===== config.mk =====
export PLATFORM = sky130hd
export DESIGN_NAME = bmp_modmul
export DESIGN_NICKNAME = d
export VERILOG_FILES = /design/src/bmp_pkg.sv /design/src/bmp_modmul.sv
export SDC_FILE = /design/constraint.sdc
export NUM_CORES = 2
export LEC_CHECK = 0
export BUFFER_PORTS_ARGS = -buffer_cell sky130_fd_sc_hd__buf_2
export CAP_MARGIN = 25
export CORE_MARGIN = 3
export CORE_UTILIZATION = 41
export CTS_BUF_LIST = sky130_fd_sc_hd__clkbuf_8 sky130_fd_sc_hd__clkbuf_16
export CTS_CLUSTER_SIZE = 20
export DETAILED_ROUTE_END_ITERATION = 10
export GPL_TIMING_DRIVEN = 0
export SETUP_SLACK_MARGIN = 0.1
export SYNTH_ARGS = -nofsm -noshare
export SYNTH_HDL_FRONTEND = slang
export SYNTH_SLANG_ARGS = --single-unit

===== constraint.sdc =====
create_clock -name i_clk -period 26.3 [get_ports i_clk]
set_input_delay 6.575 -clock i_clk [delete_from_list [all_inputs] [get_ports i_clk]]
set_output_delay 6.575 -clock i_clk [all_outputs]
set_load 0.05 [all_outputs]

===== src/bmp_pkg.sv =====
// Package with constants and types of the binomial engine.
package bmp_pkg;

    localparam int unsigned MODP_INT     = 998244353;
    localparam logic [29:0] MODP         = 30'd998244353;
    localparam logic [29:0] EXP_INV      = 30'd998244351;
    localparam int unsigned DEF_DEPTH    = 1024;
    localparam int unsigned VAL_W        = 30;
    localparam int unsigned ARG_W        = 10;

    typedef enum logic [1:0] {
        OP_BINOM    = 2'd0,
        OP_MULTISET = 2'd1,
        OP_CATALAN  = 2'd2,
        OP_NONE     = 2'd3
    } t_opcode;

    typedef enum logic [2:0] {
        B_IDLE,
        B_FACT,
        B_POW,
        B_INV,
        B_DONE
    } t_build_state;

    // Control and status handed from the build sequencer to the query path.
    typedef struct packed {
        logic        ready;
        logic [16:0] top;
    } t_build_status;

endpackage


===== src/bmp_modmul.sv =====
// Pipelined modular multiplier: product, Barrett estimate, correction, over five stages.
module bmp_modmul (
    input  logic                  i_clk,
    input  logic [bmp_pkg::VAL_W-1:0] i_x,
    input  logic [bmp_pkg::VAL_W-1:0] i_y,
    output logic [bmp_pkg::VAL_W-1:0] o_p
);
    import bmp_pkg::*;

    // m = floor(2^60 / p), 31 bits.
    localparam logic [31:0] BARRETT_M = 32'd1154949187;

    logic [59:0] r_prod;
    logic [59:0] r_prod2;
    logic [30:0] r_qhi;
    logic [59:0] r_prod3;
    logic [61:0] r_qp;
    logic [31:0] r_rem;
    logic [31:0] n_rem;
    logic [29:0] r_out;
    logic [62:0] w_q;
    logic [31:0] w_r1;

    assign w_q = {3'd0, r_prod[59:29]} * {31'd0, BARRETT_M};

    always_comb begin
        n_rem = r_prod3[31:0] - r_qp[31:0];
        w_r1  = (r_rem >= {2'd0, MODP}) ? r_rem - {2'd0, MODP} : r_rem;
    end

    always_ff @(posedge i_clk) begin
        r_prod  <= {30'd0, i_x} * {30'd0, i_y};
        r_prod2 <= r_prod;
        r_qhi   <= w_q[61:31];
        r_prod3 <= r_prod2;
        r_qp    <= {31'd0, r_qhi} * {32'd0, MODP};
        r_rem   <= n_rem;
        r_out   <= (w_r1 >= {2'd0, MODP}) ? w_r1[29:0] - MODP : w_r1[29:0];
    end

    assign o_p = r_out;
endmodule

==> metrics.cfg <==
[synthesis]
synth_edf_count=0
yosysUniqueCellTypes=72
async_flop_share_pct=0
synth_warnings=0
syn_area_per_cell_um2=9.60
ys_ff_latch=249
synth-main-ff-cell=dfxtp_1
ys_seq_area_share_pct=9.72
synth_nets=7164
synth_area_um2=51300
syn_inst=5341

[sta]
hold_viol_final=0
max_freq_mhz=66.9
fin_crit_sh_pct=56.9
worst_slew_pin_slew_ns=1.14
fin_crit_ns=14.95
rsz0062_at_grt=no
slew_violations=0
fin_worst_skew_ns=0.0164
relSlewSlack_pct=23.9
tns_ns=0
setup_violations=0

[global_route]
grt_pass1_vias=38424
grt_max_degree=18
grt_pass1_wl_um=233000
gr-total-overflow=0
antenna_found_initial=7
track_usage_pct=23.8

[cts]
htreeDepth=1
clock_sinks=249
clk_path_buf_depth=3
path_clk_slew_ns=0.06
numCtsBuffers=25
clk-insertion-delay-late_ns=0.53
cts_resized=0
cts_setup_buffers=0
cts_hold_buf=0
cts_tree=done
cts_root_buf=clkbuf_16

[cells_and_area]
nets=7228
seq_area_um2=4980
final_area_um2=54500
multiInputGateArea_um2=40700
drive_gt1_share_pct=2.12
fill_cells=12225
area_growth_syn_to_layout_pct=6.33

[critical_path]
critPathLaunchType=input port
critPathMaxFanout=10
end_kind=flip-flop
cp_data_arrival_time_ns=15.34
criticalPathCategory=input port to flip-flop
required_ns=26.69

[floorplanning]
core_um2=124000
dieArea_um2=129000
pin_count=91
fp-row-count=129
fp.dieH_um=360
die_w_um=360
initial_utilization_pct=41.4

[outcome]
outcome=completed

[placement]
dpl_cell_area_um2=53500
io_buffers=30
gp_congestion=0.976
dpl.hpwl_um=126000

[detailed_routing]
first_pass_iters=5
drt_iter0_drc=2212
vias=35870
wire_per_inst_um=21.4
routed_wl_um=151000
final_antenna_net_count=0
route.detailed.drc=0
vias_per_cell=5.08

[flow_run]
drv_cap=0

[min_path]
hp-class=flip-flop to flip-flop

-- cells by family after synthesis --
kind of cell / synth area share (%)
xor gates and xnor gates: 2.75
and+or+nand+nor: 13.1
AOI/OAI and AO/OA: 5.11
adders and majority gates: 58.4
buffers and inverters: 10.9
DFF: 9.72
-- registers in the layout, indices dropped and copies added, names as in the netlist --
| register | flops |
|---|---|
| r_qp | 32 |
| r_prod | 60 |
| r_prod3 | 32 |
| r_prod2 | 32 |
| r_qhi | 31 |
| o_p | 30 |
| r_rem | 32 |
-- critical path, cell delays in order --
cell and delay (ns):
clkbuf_1 0.69, and2_1 0.25, fa_1 0.46, fa_1 0.60, inv_1 0.08, fa_1 0.50, fa_1 0.40, inv_1 0.08
fa_1 0.43, fa_1 0.50, fa_1 0.50, inv_1 0.07, fa_1 0.55, inv_1 0.07, ha_1 0.36, and3_1 0.24
a221oi_1 0.29, o21ai_0 0.14, a21oi_1 0.28, a21o_1 0.23, o21a_1 0.18, o21a_1 0.21, o21ai_0 0.28, a221o_1 0.41
a21o_1 0.24, o41ai_1 0.56, xnor2_1 0.14
-- cell type report --
type,instances,share of cell area (%)
Inverter,1285,8.85
Clock inverter,17,0.489
Antenna cell,5,0.0230
Timing Repair Buffer,37,0.461
Clock buffer,28,1.22
Multi-Input combinational cell,3609,74.6
Buffer,198,1.43
Tap cell,1637,3.76
Sequential cell,249,9.14
-- cells in the final DEF, fill, tap and decap left out, types with 50 or more instances in the layout --
| master | n |
|---|---|
| xor2_1 | 50 |
| and2_1 | 538 |
| ha_1 | 714 |
| a21o_1 | 70 |
| dfxtp_1 | 249 |
| nand2_1 | 448 |
| o21ai_0 | 60 |
| nor2_1 | 99 |
| clkbuf_1 | 190 |
| fa_1 | 1048 |
| inv_1 | 1284 |
| a21oi_1 | 118 |
| xnor2_1 | 111 |
-- final timing paths --
check / start / to / slack, ns / depth (start not counted)
setup / recovery: i_y[8] / r_prod[59] / 11.35 / 27
hold / removal: r_prod2[9] / r_prod3[9] / 0.32 / 0
hold reg to reg: r_prod2[9] / r_prod3[9] / 0.32 / 0
setup reg to reg: r_prod[40] / r_qhi[29] / 18.12 / 25
-- metal layers --
metal / track usage [%] / part of all wire, %
met4: 9.08 / 4.6
met1: 31.6 / 42
met2: 38.6 / 45
met3: 4.39 / 7.8
met5: 0 / 0
-- Yosys cell counts (9+ instances only) --
master / number / area [µm²]
clkbuf_1: 190 / 713
ha_1: 714 / 8930
nand2_1: 448 / 1680
inv_1: 1284 / 4820
nor2_1: 99 / 372
fa_1: 1048 / 21000
nor3_1: 39 / 195
xnor2_1: 111 / 972
nand2b_1: 16 / 100
nand3_1: 35 / 175
nor2b_1: 18 / 113
o21ai_0: 60 / 300
a31oi_1: 20 / 125
a211oi_1: 16 / 120
o21bai_1: 12 / 90.1
a21oi_1: 118 / 591
nor4_1: 9 / 56.3
o21a_1: 22 / 165
a21o_1: 70 / 526
or3_1: 11 / 68.8
xor2_1: 50 / 438
dfxtp_1: 249 / 4980
nand4_1: 20 / 125
and2_1: 538 / 3370
-- stage by stage --
step	worst slack (ns)	hold WS [ns]	util [%]	cells
finish	11.35	0.320	44.0	7065
detailed placement	10.89	0.312	43.2	7010
CTS	11.43	0.312	43.9	7055
global route	11.01	0.320	44.0	7060
floorplan	12.54	0.310	-	5341
global placement	10.87	0.311	43.1	7008
Power is left out: the tool's default activity adds up to more than one toggle a clock period on the data nets, which glitch-free logic cannot reach.
